[config.mk]
export PLATFORM = sky130hd
export DESIGN_NAME = led_pattern_sequencer
export DESIGN_NICKNAME = d
export VERILOG_FILES = /design/src/sv/led_seq_pkg.sv /design/src/sv/led_pattern_sequencer.sv
export SDC_FILE = /design/constraint.sdc
export NUM_CORES = 1
export LEC_CHECK = 0
export BUFFER_PORTS_ARGS = -buffer_cell sky130_fd_sc_hd__buf_2
export CORE_MARGIN = 2
export CORE_UTILIZATION = 36
export CTS_CLUSTER_DIAMETER = 50
export DETAILED_ROUTE_END_ITERATION = 12
export PLACE_DENSITY_LB_ADDON = 0.05
export SLEW_MARGIN = 20
export SYNTH_ARGS = -nofsm -noshare
export SYNTH_HDL_FRONTEND = slang
export SYNTH_SLANG_ARGS = --single-unit
export TNS_END_PERCENT = 5
[constraint.sdc]
create_clock -name clk -period 18.4 [get_ports clk]
set_input_delay 3.68 -clock clk [delete_from_list [all_inputs] [get_ports clk]]
set_output_delay 3.68 -clock clk [all_outputs]
set_load 0.005 [all_outputs]
[src/sv/led_seq_pkg.sv]
// ----------------------------------------------------------------------------
// led_seq_pkg
// Shared types and constants of the LED pattern sequencer: item and result
// payloads, opcodes, mode codes, register indexes and timing constants.
// ----------------------------------------------------------------------------
`default_nettype none

package led_seq_pkg;

  // step table size fixed by the register layout
  localparam int unsigned STEPS_MAX         = 8;
  localparam int unsigned DEFAULT_NUM_STEPS = 8;
  localparam int unsigned STEP_IDX_W        = 4;
  localparam int unsigned DUR_W             = 8;
  localparam int unsigned SPAN_W            = 12;
  localparam int unsigned TIME_W            = 32;
  localparam int unsigned CFG_INDEX_W       = 1;
  localparam int unsigned CFG_DATA_W        = 64;

  localparam int unsigned DARK_MS      = 30;
  localparam int unsigned RETRIGGER_MS = 45;
  localparam int unsigned DUR_UNIT_MS  = 10;

  localparam logic [1:0] OP_TICK     = 2'd0;
  localparam logic [1:0] OP_TRAFFIC  = 2'd1;
  localparam logic [1:0] OP_SET_MODE = 2'd2;
  localparam logic [1:0] OP_START    = 2'd3;

  localparam logic [1:0] MODE_OFF      = 2'd0;
  localparam logic [1:0] MODE_NORMAL   = 2'd1;
  localparam logic [1:0] MODE_SEQUENCE = 2'd2;
  localparam logic [1:0] MODE_UNUSED   = 2'd3;

  localparam logic [CFG_INDEX_W-1:0] CFG_STEP_LEVELS    = 1'b0;
  localparam logic [CFG_INDEX_W-1:0] CFG_STEP_DURATIONS = 1'b1;

  typedef struct packed {
    logic [1:0]        opcode;
    logic [1:0]        mode_select;
    logic signed [7:0] repeat_count;
  } item_t;

  typedef struct packed {
    logic                  led_on;
    logic                  sequence_running;
    logic [STEP_IDX_W-1:0] current_step;
  } result_t;

endpackage

`default_nettype wire

[src/sv/led_pattern_sequencer.sv]
// Throughput: one request per cycle while item_stall is low; all state
// updates in a single pass, and each accepted request registers a result.
// A two-entry output buffer (result register plus skid) lets a request be
// taken while the previous result waits; item_stall rises only when both
// entries are full. Synchronous reset clears all state and the step table.
// ----------------------------------------------------------------------------
// led_pattern_sequencer
// Single LED driver with off, normal (traffic blink) and sequence modes,
// driven by 1 ms ticks, traffic events, mode changes and sequence starts.
// ----------------------------------------------------------------------------
`default_nettype none

module led_pattern_sequencer #(
  parameter int unsigned NUM_STEPS = led_seq_pkg::DEFAULT_NUM_STEPS
) (
  input  wire                                      clk,
  input  wire                                      rst,
  input  wire                                      item_valid,
  output logic                                     item_stall,
  input  wire led_seq_pkg::item_t                  item,
  output logic                                     result_valid,
  input  wire                                      result_stall,
  output led_seq_pkg::result_t                     result,
  input  wire                                      cfg_valid,
  output logic                                     cfg_ready,
  input  wire [led_seq_pkg::CFG_INDEX_W-1:0]       cfg_index,
  input  wire [led_seq_pkg::CFG_DATA_W-1:0]        cfg_data
);

  import led_seq_pkg::*;

  // config registers
  logic [STEPS_MAX-1:0]       step_levels;
  logic [STEPS_MAX*DUR_W-1:0] step_durations;

  // sequencer state
  logic [TIME_W-1:0]     time_ms, time_ms_next;
  logic [TIME_W-1:0]     dark_until, dark_until_next;
  logic [TIME_W-1:0]     retrigger_after, retrigger_after_next;
  logic [1:0]            active_mode, active_mode_next;
  logic                  seq_active, seq_active_next;
  logic [STEP_IDX_W-1:0] step_index, step_index_next;
  logic [TIME_W-1:0]     next_change_ms, next_change_ms_next;
  logic [7:0]            repeats_left, repeats_left_next;
  logic                  led_level, led_level_next;

  logic [STEP_IDX_W-1:0] adv_index;
  logic [SPAN_W-1:0]     adv_span;

  // output buffer
  result_t result_next;
  result_t skid;
  logic    skid_valid;
  logic    item_accept;
  logic    result_take;

  function automatic logic [SPAN_W-1:0] step_span(
    input logic [STEPS_MAX*DUR_W-1:0] durs,
    input logic [2:0]                 idx
  );
    logic [DUR_W-1:0] d;
    d = durs[DUR_W*idx +: DUR_W];
    return SPAN_W'(d) * SPAN_W'(DUR_UNIT_MS);
  endfunction

  assign cfg_ready   = 1'b1;
  assign item_stall  = skid_valid;
  assign item_accept = item_valid && !item_stall;
  assign result_take = result_valid && !result_stall;

  always_ff @(posedge clk) begin
    if (rst) begin
      step_levels    <= '0;
      step_durations <= '0;
    end else if (cfg_valid && cfg_ready) begin
      unique case (cfg_index)
        CFG_STEP_LEVELS:    step_levels    <= cfg_data[STEPS_MAX-1:0];
        CFG_STEP_DURATIONS: step_durations <= cfg_data;
        default:            ;
      endcase
    end
  end

  always_comb begin
    time_ms_next         = time_ms;
    dark_until_next      = dark_until;
    retrigger_after_next = retrigger_after;
    active_mode_next     = active_mode;
    seq_active_next      = seq_active;
    step_index_next      = step_index;
    next_change_ms_next  = next_change_ms;
    repeats_left_next    = repeats_left;
    led_level_next       = led_level;
    adv_index            = '0;
    adv_span             = '0;

    case (item.opcode)
      OP_TICK: time_ms_next = time_ms + TIME_W'(1);
      OP_TRAFFIC: begin
        if (retrigger_after < time_ms && dark_until < time_ms) begin
          dark_until_next      = time_ms + TIME_W'(DARK_MS);
          retrigger_after_next = time_ms + TIME_W'(RETRIGGER_MS);
        end
      end
      OP_SET_MODE: active_mode_next = item.mode_select;
      default: begin
        active_mode_next    = MODE_SEQUENCE;
        seq_active_next     = 1'b1;
        repeats_left_next   = $unsigned(item.repeat_count);
        step_index_next     = '0;
        led_level_next      = step_levels[0];
        next_change_ms_next = time_ms + TIME_W'(step_span(step_durations, 3'd0));
      end
    endcase

    // led update at the current time
    unique case (active_mode_next)
      MODE_NORMAL: led_level_next = (dark_until_next < time_ms_next);
      MODE_SEQUENCE: begin
        if (seq_active_next && time_ms_next > next_change_ms_next) begin
          // a step past the table end acts as the terminator
          adv_index = (step_index_next >= STEP_IDX_W'(NUM_STEPS)) ?
                      STEP_IDX_W'(NUM_STEPS) : step_index_next + STEP_IDX_W'(1);
          step_index_next = adv_index;
          if (adv_index < STEP_IDX_W'(NUM_STEPS)) begin
            led_level_next = step_levels[adv_index[2:0]];
            adv_span       = step_span(step_durations, adv_index[2:0]);
          end
          next_change_ms_next = time_ms_next + TIME_W'(adv_span);
          if (adv_span == '0) begin
            if (repeats_left_next != '0) begin
              // negative count repeats forever
              if (!repeats_left_next[7]) begin
                repeats_left_next = repeats_left_next - 8'd1;
              end
              step_index_next     = '0;
              led_level_next      = step_levels[0];
              next_change_ms_next = time_ms_next +
                                    TIME_W'(step_span(step_durations, 3'd0));
            end else begin
              seq_active_next = 1'b0;
            end
          end
        end
      end
      default: led_level_next = 1'b0;
    endcase

    result_next = '{led_on:           led_level_next,
                    sequence_running: seq_active_next,
                    current_step:     step_index_next};
  end

  always_ff @(posedge clk) begin
    if (rst) begin
      time_ms         <= '0;
      dark_until      <= '0;
      retrigger_after <= '0;
      active_mode     <= MODE_OFF;
      seq_active      <= 1'b0;
      step_index      <= '0;
      next_change_ms  <= '0;
      repeats_left    <= '0;
      led_level       <= 1'b0;
    end else if (item_accept) begin
      time_ms         <= time_ms_next;
      dark_until      <= dark_until_next;
      retrigger_after <= retrigger_after_next;
      active_mode     <= active_mode_next;
      seq_active      <= seq_active_next;
      step_index      <= step_index_next;
      next_change_ms  <= next_change_ms_next;
      repeats_left    <= repeats_left_next;
      led_level       <= led_level_next;
    end
  end

  always_ff @(posedge clk) begin
    if (rst) begin
      result_valid <= 1'b0;
      skid_valid   <= 1'b0;
    end else if (skid_valid) begin
      if (result_take) begin
        result       <= skid;
        skid_valid   <= 1'b0;
      end
    end else if (item_accept) begin
      if (!result_valid || result_take) begin
        result       <= result_next;
        result_valid <= 1'b1;
      end else begin
        skid         <= result_next;
        skid_valid   <= 1'b1;
      end
    end else if (result_take) begin
      result_valid <= 1'b0;
    end
  end

  a_skid_needs_result: assert property (@(posedge clk) disable iff (rst)
    skid_valid |-> result_valid)
    else $error("skid entry held without a pending result");

  a_reset_clears_buffer: assert property (@(posedge clk)
    rst |=> !result_valid && !skid_valid)
    else $error("output buffer not cleared by reset");

  a_blocked_goes_to_skid: assert property (@(posedge clk) disable iff (rst)
    item_accept && result_valid && result_stall |=> skid_valid)
    else $error("request accepted under a stalled result was not buffered");

  a_step_in_range: assert property (@(posedge clk) disable iff (rst)
    step_index <= STEP_IDX_W'(NUM_STEPS))
    else $error("step index beyond the table terminator");

  a_off_is_dark: assert property (@(posedge clk) disable iff (rst)
    (active_mode == MODE_OFF || active_mode == MODE_UNUSED) |-> !led_level)
    else $error("led lit in off mode");

endmodule

`default_nettype wire
After elaboration in Yosys (flattened, before gate mapping) --
Cells that the tools add are included.
Word-level totals: bits in registers 230, word-level logic and storage cells 117
Cells by class: add/subtract/negate cells 8, multipliers 2, magnitude comparators 7, equal/unequal tests 6, shifts and indexed selects 1, mux-type cells 48, bitwise operators 4, reductions and logical operators 22
Operators by type and width (count):
- 32-bit two-way mux | 8
- 32-bit by 12-bit adder with 32-bit output | 3
- 32-bit less-than comparator | 3
- 64-bit by 7-bit variable part select with 8-bit output | 1
- 8-bit two-way mux | 6
- 12-bit two-way mux | 3
- 32-bit by 1-bit adder with 32-bit output (second input constant) | 1
- 32-bit by 5-bit adder with 32-bit output (second input constant) | 1
- 32-bit by 6-bit adder with 32-bit output (second input constant) | 1
- 32-bit > comparator | 1
- 4-bit two-way mux | 6
- 6-bit two-way mux | 4
- 8-bit by 3-bit multiplier with 11-bit output (second input constant) | 2
- 1-bit two-way mux | 18
- 12-bit logical NOT | 1
- 4-bit AND reduction | 2
- 8-bit nonzero test | 1
- 8-bit by 1-bit subtractor with 8-bit output (second input constant) | 1
- 3-bit AND reduction | 2
- 2-bit nonzero test | 3
- 4-bit by 1-bit adder with 4-bit output (second input constant) | 1
- 2-bit by 1-bit equality test with 1-bit output (second input constant) | 2
- 2-bit equality test (second input constant) | 2
- 4-bit >= comparator (second input constant) | 1
- 14 further kinds | 24

Depth between registers and ports, before layout --
Gate-level depths: netlist of run 1.
depth in word-level cells 17, mapped depth 33, mapped depth without buffers 30

Least setup slack after synthesis of run 1 --
Ideal clock, no wire load.
path type input to register, start in item[11] (netlist name), end reg next_change_ms[14], library setup time 0.059 ns, arrival time 9.402 ns, required time 18.341 ns, slack 8.940 ns, cell stages on the path 28, cells stage by stage buf_2 nand2_1 clkbuf_1 and2_1 ha_1 buf_2 clkinv_1 a21oi_1 buf_2 buf_1 o221ai_1 a31oi_1 ha_1 ha_1 inv_1 fa_1 nand2b_1 a21oi_1 xor2_1 and2_1 ha_1 or3_1 o41ai_1 o21a_1 o21ai_0 and4_1 o31ai_1 o221a_2
On the way: word-level cells in the longest chain between the ends 15, elaborated cells on any way between the ends 31, those cells by class add/sub: 3; mul: 1; order compare: 3; eq/ne: 3; shift: 1; mux: 14; reduce/logical: 6
RTL lines:
- start, declared | RTL line led_pattern_sequencer.sv:20 | input wire led_seq_pkg::item_t item,
- 2-bit by 1-bit equality test with 1-bit output, or another cell as far along | RTL line led_pattern_sequencer.sv:97 | case (item.opcode)
- 3-bit OR reduction (no source line)
- 4-bit two-way mux | RTL line led_pattern_sequencer.sv:97
- 4-bit by 1-bit adder with 4-bit output / 4-bit >= comparator (equally long branches) | RTL line led_pattern_sequencer.sv:123, led_pattern_sequencer.sv:122
- 4-bit two-way mux | RTL line led_pattern_sequencer.sv:122 | adv_index = (step_index_next >= STEP_IDX_W'(NUM_STEPS)) ?
- 64-bit by 7-bit variable part select with 8-bit output | RTL line led_pattern_sequencer.sv:62 | d = durs[DUR_W*idx +: DUR_W];
- 8-bit by 3-bit multiplier with 11-bit output | RTL line led_pattern_sequencer.sv:63 | return SPAN_W'(d) * SPAN_W'(DUR_UNIT_MS);
- 12-bit two-way mux | RTL line led_pattern_sequencer.sv:125 | if (adv_index < STEP_IDX_W'(NUM_STEPS)) begin
- 12-bit two-way mux | RTL line led_pattern_sequencer.sv:120 | if (seq_active_next && time_ms_next > next_change_ms_next) begin
- 12-bit two-way mux | RTL line led_pattern_sequencer.sv:117 | unique case (active_mode_next)
- 32-bit by 12-bit adder with 32-bit output | RTL line led_pattern_sequencer.sv:129 | next_change_ms_next = time_ms_next + TIME_W'(adv_span);
- 32-bit two-way mux | RTL line led_pattern_sequencer.sv:131 | if (repeats_left_next != '0) begin
- 32-bit two-way mux | RTL line led_pattern_sequencer.sv:130 | if (adv_span == '0) begin
- 32-bit two-way mux | RTL line led_pattern_sequencer.sv:120
- 32-bit two-way mux * | RTL line led_pattern_sequencer.sv:117
- end signal, assigned | RTL line led_pattern_sequencer.sv:172 | next_change_ms <= next_change_ms_next;
- end, declared | RTL line led_pattern_sequencer.sv:43 | logic [TIME_W-1:0] next_change_ms, next_change_ms_next;
Every way passes the cells marked *; elsewhere a longest branch is shown, timed or not. The select of a mux whose other input is x is not followed. A chain may end at the register's enable or synchronous reset.

Worst setup path after layout of run 1 --
start in item[10] (netlist name), end reg next_change_ms[20]
The elaborated chain is that of the path after synthesis.

==> results of run 1 <==
[cell usage in the layout (no fill, tap or decap), types with 30 or more instances in the layout]
master	count
xnor2_1	162
mux2_2	42
buf_4	31
a21oi_1	190
ha_1	191
nand3_1	46
nand2_1	311
mux2i_1	39
clkbuf_16	44
a211oi_1	55
nand4_1	41
buf_2	88
o21ai_0	78
nor3_1	108
nor2_1	214
dfxtp_1	218
inv_1	75
a21o_1	30
[power by group through the flow]
stage | combinational, mW | clock (mW) | sequential, mW
floorplan | 0.413 | 0 | 0.568
global placement | 0.570 | 0 | 0.581
detailed placement | 0.576 | 0 | 0.581
CTS | 0.579 | 0.881 | 0.571
global route | 0.639 | 0.904 | 0.575
finish | 0.569 | 0.864 | 0.571
[stage by stage]
step	setup WS, ns	instance area, um^2	util [%]	hold slack (ns)	total power [mW]
6_report	8.05	20400	41.6	0.452	2.00
5_1_grt	7.44	20400	41.6	0.472	2.12
4_1_cts	8.13	20400	41.6	0.451	2.03
3_5_place_dp	7.52	18800	38.4	0.443	1.16
3_3_place_gp	7.75	18800	38.4	0.440	1.15
2_1_floorplan	8.94	17900	-	0.431	0.981
[worst min-delay path: stages, from the launching register on]
cell and delay [ns]:
dfxtp_1 0.30, nand2_1 0.05, a21oi_1 0.05
[metal layers]
layer | vias to the layer above | global-route usage [%]
met3 | 70 | 3.02
met5 | - | 0
li1 | 8166 | -
met1 | 7830 | 31.6
met4 | 2 | 6.05
met2 | 335 | 42.2
[cell type report]
| cell class | count | area [um^2] | area share (%) |
|---|---|---|---|
| well taps | 664 | 831 | 4.07 |
| repair buffers | 121 | 689 | 3.38 |
| clock inverters | 22 | 322 | 1.58 |
| clock buffers | 55 | 1230 | 6.04 |
| multi-input cells | 1822 | 12300 | 60.1 |
| flip-flops and latches | 230 | 4720 | 23.2 |
| inverters | 88 | 330 | 1.62 |
[sequential cells by signal, indices dropped and copies added (netlist names), 2 cells and up]
signal and flops:
skid 6, active_mode 2, retrigger_after 32, step_levels 8, result 6, step_index 4
next_change_ms 32, dark_until 32, time_ms 32, step_durations 64, repeats_left 8
[cell families (layout without fill, tap and decap cells)]
| group | after synthesis | after routing | share of synthesized area, % |
|---|---|---|---|
| simple gates | 857 | 857 | 22.3 |
| compound gates | 505 | 505 | 18.0 |
| flops | 230 | 230 | 26.3 |
| buf+inv | 215 | 286 | 5.56 |
| fa+ha+maj | 196 | 196 | 13.9 |
| xor+xnor | 182 | 182 | 9.04 |
| mux | 81 | 81 | 4.81 |
| other cells | 1 | 1 | 0.0209 |
[worst min-delay path by stage]
stage                       start                 end  slack [ns]  depth (start not counted)
5_1_grt         step_durations[9]   step_durations[9]        0.47                          2
3_3_place_gp      repeats_left[1]     repeats_left[1]        0.44                          2
3_5_place_dp   step_durations[32]  step_durations[32]        0.44                          2
6_report       step_durations[32]  step_durations[32]        0.45                          2
2_1_floorplan  step_durations[24]  step_durations[24]        0.43                          2
4_1_cts        step_durations[32]  step_durations[32]        0.45                          2
==> flow_metrics.env, run 1 <==
export IMPL_path_max_fanout=60
export IMPL_critPathArrivalTime_ns=10.82
export IMPL_syn_inst=2267
export IMPL_syn_avg_cell_area_um2=7.91
export IMPL_combinationalPowerShare_pct=28.4
export IMPL_diodes=0
export IMPL_p_clk_share_pct=43.1
export IMPL_cp_endpoint="next_change_ms[20]"
export IMPL_finalHoldViolCount=0
export IMPL_syn_area_um2=17900
export IMPL_reg2reg_to="repeats_left[4]"
export IMPL_finalMaxSlewViolations=0
export IMPL_cts_hold_buf=0
export IMPL_startpoint_type="primary input"
export IMPL_end_kind="flip-flop"
export IMPL_setup_viol=0
export IMPL_dieArea_um2=51600
export IMPL_cts_resized=0
export IMPL_gp_congestion=0.860
export IMPL_fin_nets=2583
export IMPL_first_pass_iters=5
export IMPL_cp_depth=27
export IMPL_synth_top_area_share_pct=24.3
export IMPL_synth_edf_count=12
export IMPL_leakage_nw=8.26
export IMPL_wl_met1_mm=28.2
export IMPL_track_usage_pct=24.2
export IMPL_gr_total_overflow=0
export IMPL_synth_yosys_warnings=0
export IMPL_worst_slew_pin_slew_ns=1.10
export IMPL_insertion_delay_ns=0.59
export IMPL_die_width_um=227
export IMPL_synth_seq_cells=230
export IMPL_critPathMaxStageDelay_ns=0.84
export IMPL_cts_tree="done"
export IMPL_cpMostUsedCell="ha_1"
export IMPL_yosysMostFrequentCell="nand2_1"
export IMPL_finalWirelength_mm=61.9
export IMPL_clockBufferDepth=3
export IMPL_route_met3_wl_mm=2.50
export IMPL_drv_cap=0
export IMPL_reg2reg_from="step_durations[1]"
export IMPL_ir_drop_mv=0.0587
export IMPL_switching_share_pct=33.6
export IMPL_root_buffer="clkbuf_16"
export IMPL_vias_per_cell=5.46
export IMPL_hold_class="reg2reg"
export IMPL_layout_cells_non_filler=3002
export IMPL_layout_drive_gt1_share_pct=12.0
export IMPL_yosys_most_used_dff="dfxtp_1"
export IMPL_top_level_ports=91
export IMPL_fin_setup_tns_ns=0
export IMPL_reg2reg_slack_ns=10.71
export IMPL_cts_buffers=42
export IMPL_power_switching_mw=0.674
export IMPL_slew_headroom_pct=26.2
export IMPL_hpwl_mm=46.7
export IMPL_initial_core_util_pct=36.6
export IMPL_core_area_um2=49100
export IMPL_grt_pass1_vias=16100
export IMPL_drc_errors=0
export IMPL_path_class="in2reg"
export IMPL_syn_to_final_growth_pct=13.7
export IMPL_wl_per_cell_um=20.6
export IMPL_cp_top_family="compound AO/OA/AOI/OAI gates"
export IMPL_io_buffers=89
export IMPL_via_count=16400
export IMPL_rsz0062_at_grt="false"
export IMPL_path_clk_slew_ns=0.06
export IMPL_cts_setup_buffers=0
export IMPL_fin_skew_ns=0.0327
export IMPL_reg2regPathDepth=27
export IMPL_cts_sinks=230
export IMPL_synth_distinct_cells=92
export IMPL_seqPwrFrac_pct=28.5
export IMPL_yosys_top_cells_count="313 x nand2_1, 218 x dfxtp_1, 215 x nor2_1"
export IMPL_grt_max_degree=94
export IMPL_critPathBufInv=5
export IMPL_detail_route_antenna_nets=0
export IMPL_p_per_area_nw_per_um2=98.2
export IMPL_critPathLaunch="item[10]"
export IMPL_worst_path_max_delay_cell="o21ai_1"
export IMPL_top_layer_used="met5"
export IMPL_antenna_found_initial=1
export IMPL_dp_cells=2924
export IMPL_synth_seq_area_share_pct=26.3
export IMPL_critPathRequiredTime_ns=18.86
export IMPL_synth_nets=2545
export IMPL_period_needed_ns=10.35
export IMPL_die_height_um=227
export IMPL_async_flop_share_pct=0
export IMPL_status="completed"
export IMPL_route_met2_wl_mm=30.0
export IMPL_drtIter0Drc=998
export IMPL_period_share_pct=56.3
export IMPL_p_int_mw=1.33
export IMPL_synth_area_leader_cell="dfxtp_1"
export IMPL_htreeDepth=2
export IMPL_placementRows=81
export IMPL_nFillCells=5122
export IMPL_synth_area_top_cells="dfxtp_1 24%, ha_1 13%, xnor2_1 7.9%"
export IMPL_grt_pass1_wl_mm=95.9
export IMPL_fmax_ghz=0.0966
Note: power is estimated with default switching activity, not from simulation.
==> run 2, diff against run 1 <==
--- a/config.mk
+++ b/config.mk
@@ -5,6 +5,7 @@
 export SDC_FILE = /design/constraint.sdc
 export NUM_CORES = 1
 export LEC_CHECK = 0
+export ABC_AREA = 1
 export BUFFER_PORTS_ARGS = -buffer_cell sky130_fd_sc_hd__buf_2
 export CORE_MARGIN = 2
 export CORE_UTILIZATION = 36
==> constraint.sdc (replaced) <==
create_clock -name clk -period 10.8 [get_ports clk]
set_input_delay 2.16 -clock clk [delete_from_list [all_inputs] [get_ports clk]]
set_output_delay 2.16 -clock clk [all_outputs]
set_load 0.005 [all_outputs]
==> run 2 against run 1 <==
  * Die area rose by 0.71%
  * Sequential cell count stayed put
  * Routed wire length rose by 6.7%
  * Critical path type unchanged
  * Critical endpoint is now next_change_ms[23]
  * Largest power group unchanged
  * Highest routed layer is now met4
==> flow_metrics.env, run 2 <==
export IMPL_status="completed"
export IMPL_yosysMostFrequentCell="nand2_1"
export IMPL_largest_register_ffs=64
export IMPL_yosys_top_cells_count="558 x nand2_1, 321 x nor2_1, 251 x o21ai_0"
export IMPL_fin_area_um2=20300
export IMPL_top_level_ports=91
export IMPL_critPathArrivalTime_ns=8.43
export IMPL_core_area_um2=49900
export IMPL_worst_path_max_delay_cell="inv_2"
export IMPL_finalMaxSlewViolations=0
export IMPL_synth_edf_count=12
export IMPL_cpMostUsedCell="nand2_1"
export IMPL_vias_per_cell=5.17
export IMPL_grt_pass1_wl_mm=102
export IMPL_layout_drive_gt1_share_pct=9.30
export IMPL_fin_nets=2970
export IMPL_htreeDepth=2
export IMPL_finalHoldViolCount=0
export IMPL_nFillCells=5397
export IMPL_setup_viol=0
export IMPL_initial_core_util_pct=36.2
export IMPL_synth_seq_cells=230
export IMPL_via_count=17500
export IMPL_period_needed_ns=8.02
export IMPL_period_share_pct=74.3
export IMPL_drv_cap=0
export IMPL_slew_headroom_pct=25.9
export IMPL_gr_total_overflow=0
export IMPL_syn_to_final_growth_pct=12.6
export IMPL_hold_class="reg2reg"
export IMPL_power_mw=3.25
export IMPL_top_register="step_durations"
export IMPL_wl_per_cell_um=19.5
export IMPL_yosys_most_used_dff="dfxtp_1"
export IMPL_route_met3_wl_mm=2.30
export IMPL_drtIter0Drc=1058
export IMPL_path_max_fanout=46
export IMPL_io_buffers=89
export IMPL_syn_inst=2658
export IMPL_dieArea_um2=52000
export IMPL_fin_skew_ns=0.0212
export IMPL_synth_distinct_cells=66
export IMPL_drc_errors=0
export IMPL_place_area_um2=19000
export IMPL_gp_congestion=0.917
export IMPL_die_width_um=228
export IMPL_final_core_util_pct=40.8
export IMPL_root_buffer="clkbuf_16"
export IMPL_startpoint_type="primary input"
export IMPL_die_height_um=228
export IMPL_critPathMaxStageDelay_ns=0.57
export IMPL_grt_max_degree=93
export IMPL_cts_setup_buffers=0
export IMPL_mostFrequentLayoutCells="556 x nand2_1, 319 x nor2_1, 251 x o21ai_0"
export IMPL_cts_hold_buf=0
export IMPL_fin_setup_tns_ns=0
export IMPL_end_kind="flip-flop"
export IMPL_synth_nets=2936
export IMPL_syn_avg_cell_area_um2=6.79
export IMPL_synth_yosys_warnings=0
export IMPL_synth_area_leader_cell="dfxtp_1"
export IMPL_synth_top_area_share_pct=24.2
export IMPL_leakage_nw=9.32
export IMPL_route_met2_wl_mm=31.7
export IMPL_grt_pass1_vias=17000
export IMPL_track_usage_pct=25.2
export IMPL_finalWirelength_mm=66.1
export IMPL_wl_met1_mm=30.3
export IMPL_cts_sinks=230
export IMPL_diodes=0
export IMPL_cts_tree="done"
export IMPL_path_class="in2reg"
export IMPL_clockBufferDepth=3
export IMPL_critPathRequiredTime_ns=11.21
export IMPL_placementRows=82
export IMPL_cts_buffers=40
export IMPL_insertion_delay_ns=0.56
export IMPL_layout_commonest_cell="nand2_1"
export IMPL_first_pass_iters=5
export IMPL_hpwl_mm=50.7
export IMPL_ir_drop_mv=0.0967
export IMPL_antenna_found_initial=0
export IMPL_top_layer_used="met4"
export IMPL_synth_seq_area_share_pct=26.2
export IMPL_synth_area_top_cells="dfxtp_1 24%, ha_1 13%, nand2_1 12%"
export IMPL_async_flop_share_pct=0
export IMPL_cts_resized=0
export IMPL_fmax_ghz=0.125
export IMPL_detail_route_antenna_nets=0
export IMPL_path_clk_slew_ns=0.05
export IMPL_worst_slew_pin_slew_ns=1.10
export IMPL_p_per_area_nw_per_um2=160
export IMPL_rsz0062_at_grt="false"
export IMPL_syn_area_um2=18100
-- run 2: changes by cell type in the layout (fill, tap and decap cells not counted), moves of 42 or more --
cell / before / now
o21ai_0: 78 / 251
nor3_1: 108 / 28
nor2_1: 214 / 319
mux2_2: 42 / 0
nand2_1: 311 / 556
xnor2_1: 162 / 9
xor2_1: 18 / 106
nand3_1: 46 / 130
inv_1: 75 / 220
-- run 2: per-layer routing --
metal	GRT usage [%]	up-vias
met2	43.8	390
met3	2.65	84
met1	32.7	8099
li1	-	8952
met4	7.62	0
met5	0	-
-- run 2: final timing paths --
check | to | slack, ns | cells after the start | startpoint
worst max register to register | repeats_left[0] | 2.81 | 35 | step_durations[1]
worst min-delay path | step_durations[16] | 0.46 | 2 | step_durations[16]
worst min register to register | step_durations[16] | 0.46 | 2 | step_durations[16]
worst max-delay path | next_change_ms[23] | 2.78 | 40 | item[11]
-- run 2: layout make-up --
cell class	count	area [um^2]	share of cell area [%]
Multi-Input combinational cell	2056	11900	58.5
Sequential cell	230	4720	23.2
Clock buffer	52	1120	5.50
Inverter	254	957	4.71
Tap cell	672	841	4.14
Timing Repair Buffer	110	606	2.98
Clock inverter	17	195	0.960
-- run 2: power breakdown --
group | total (mW) | internal [mW] | switching, mW
registers | 0.993 | 0.929 | 0.0639
clock network | 1.27 | 0.802 | 0.471
logic | 0.985 | 0.341 | 0.645
-- run 2: cells by family (layout without fill, tap and decap cells) --
family,Yosys count,after routing,synth area share (%)
buffers and inverters,372,433,8.11
XOR/XNOR,120,120,6.09
AND/OR/NAND/NOR,1115,1115,26.3
other,1,1,0.0208
AO/OA/AOI/OAI,600,600,18.2
adder cells (fa/ha/maj),196,196,13.8
multiplexers,24,24,1.33
flip-flops,230,230,26.2
-- run 2: through the flow --
stage                     hold WS, ns  worst slack, ns  instances
final                           0.456             2.78       3391
after global routing            0.478             2.26       3391
after CTS                       0.459             2.79       3391
after detailed placement        0.451             2.22       3322
after global placement          0.448             2.29       3322
after floorplan                 0.430             3.85       2658
-- run 2: worst max-delay path: cells and delay by family --
| family | cells | cell delay (ns) |
|---|---|---|
| buf+inv | 8 | 1.39 |
| compound gates | 7 | 0.94 |
| fa+ha+maj | 5 | 1.33 |
| simple gates | 20 | 2.60 |
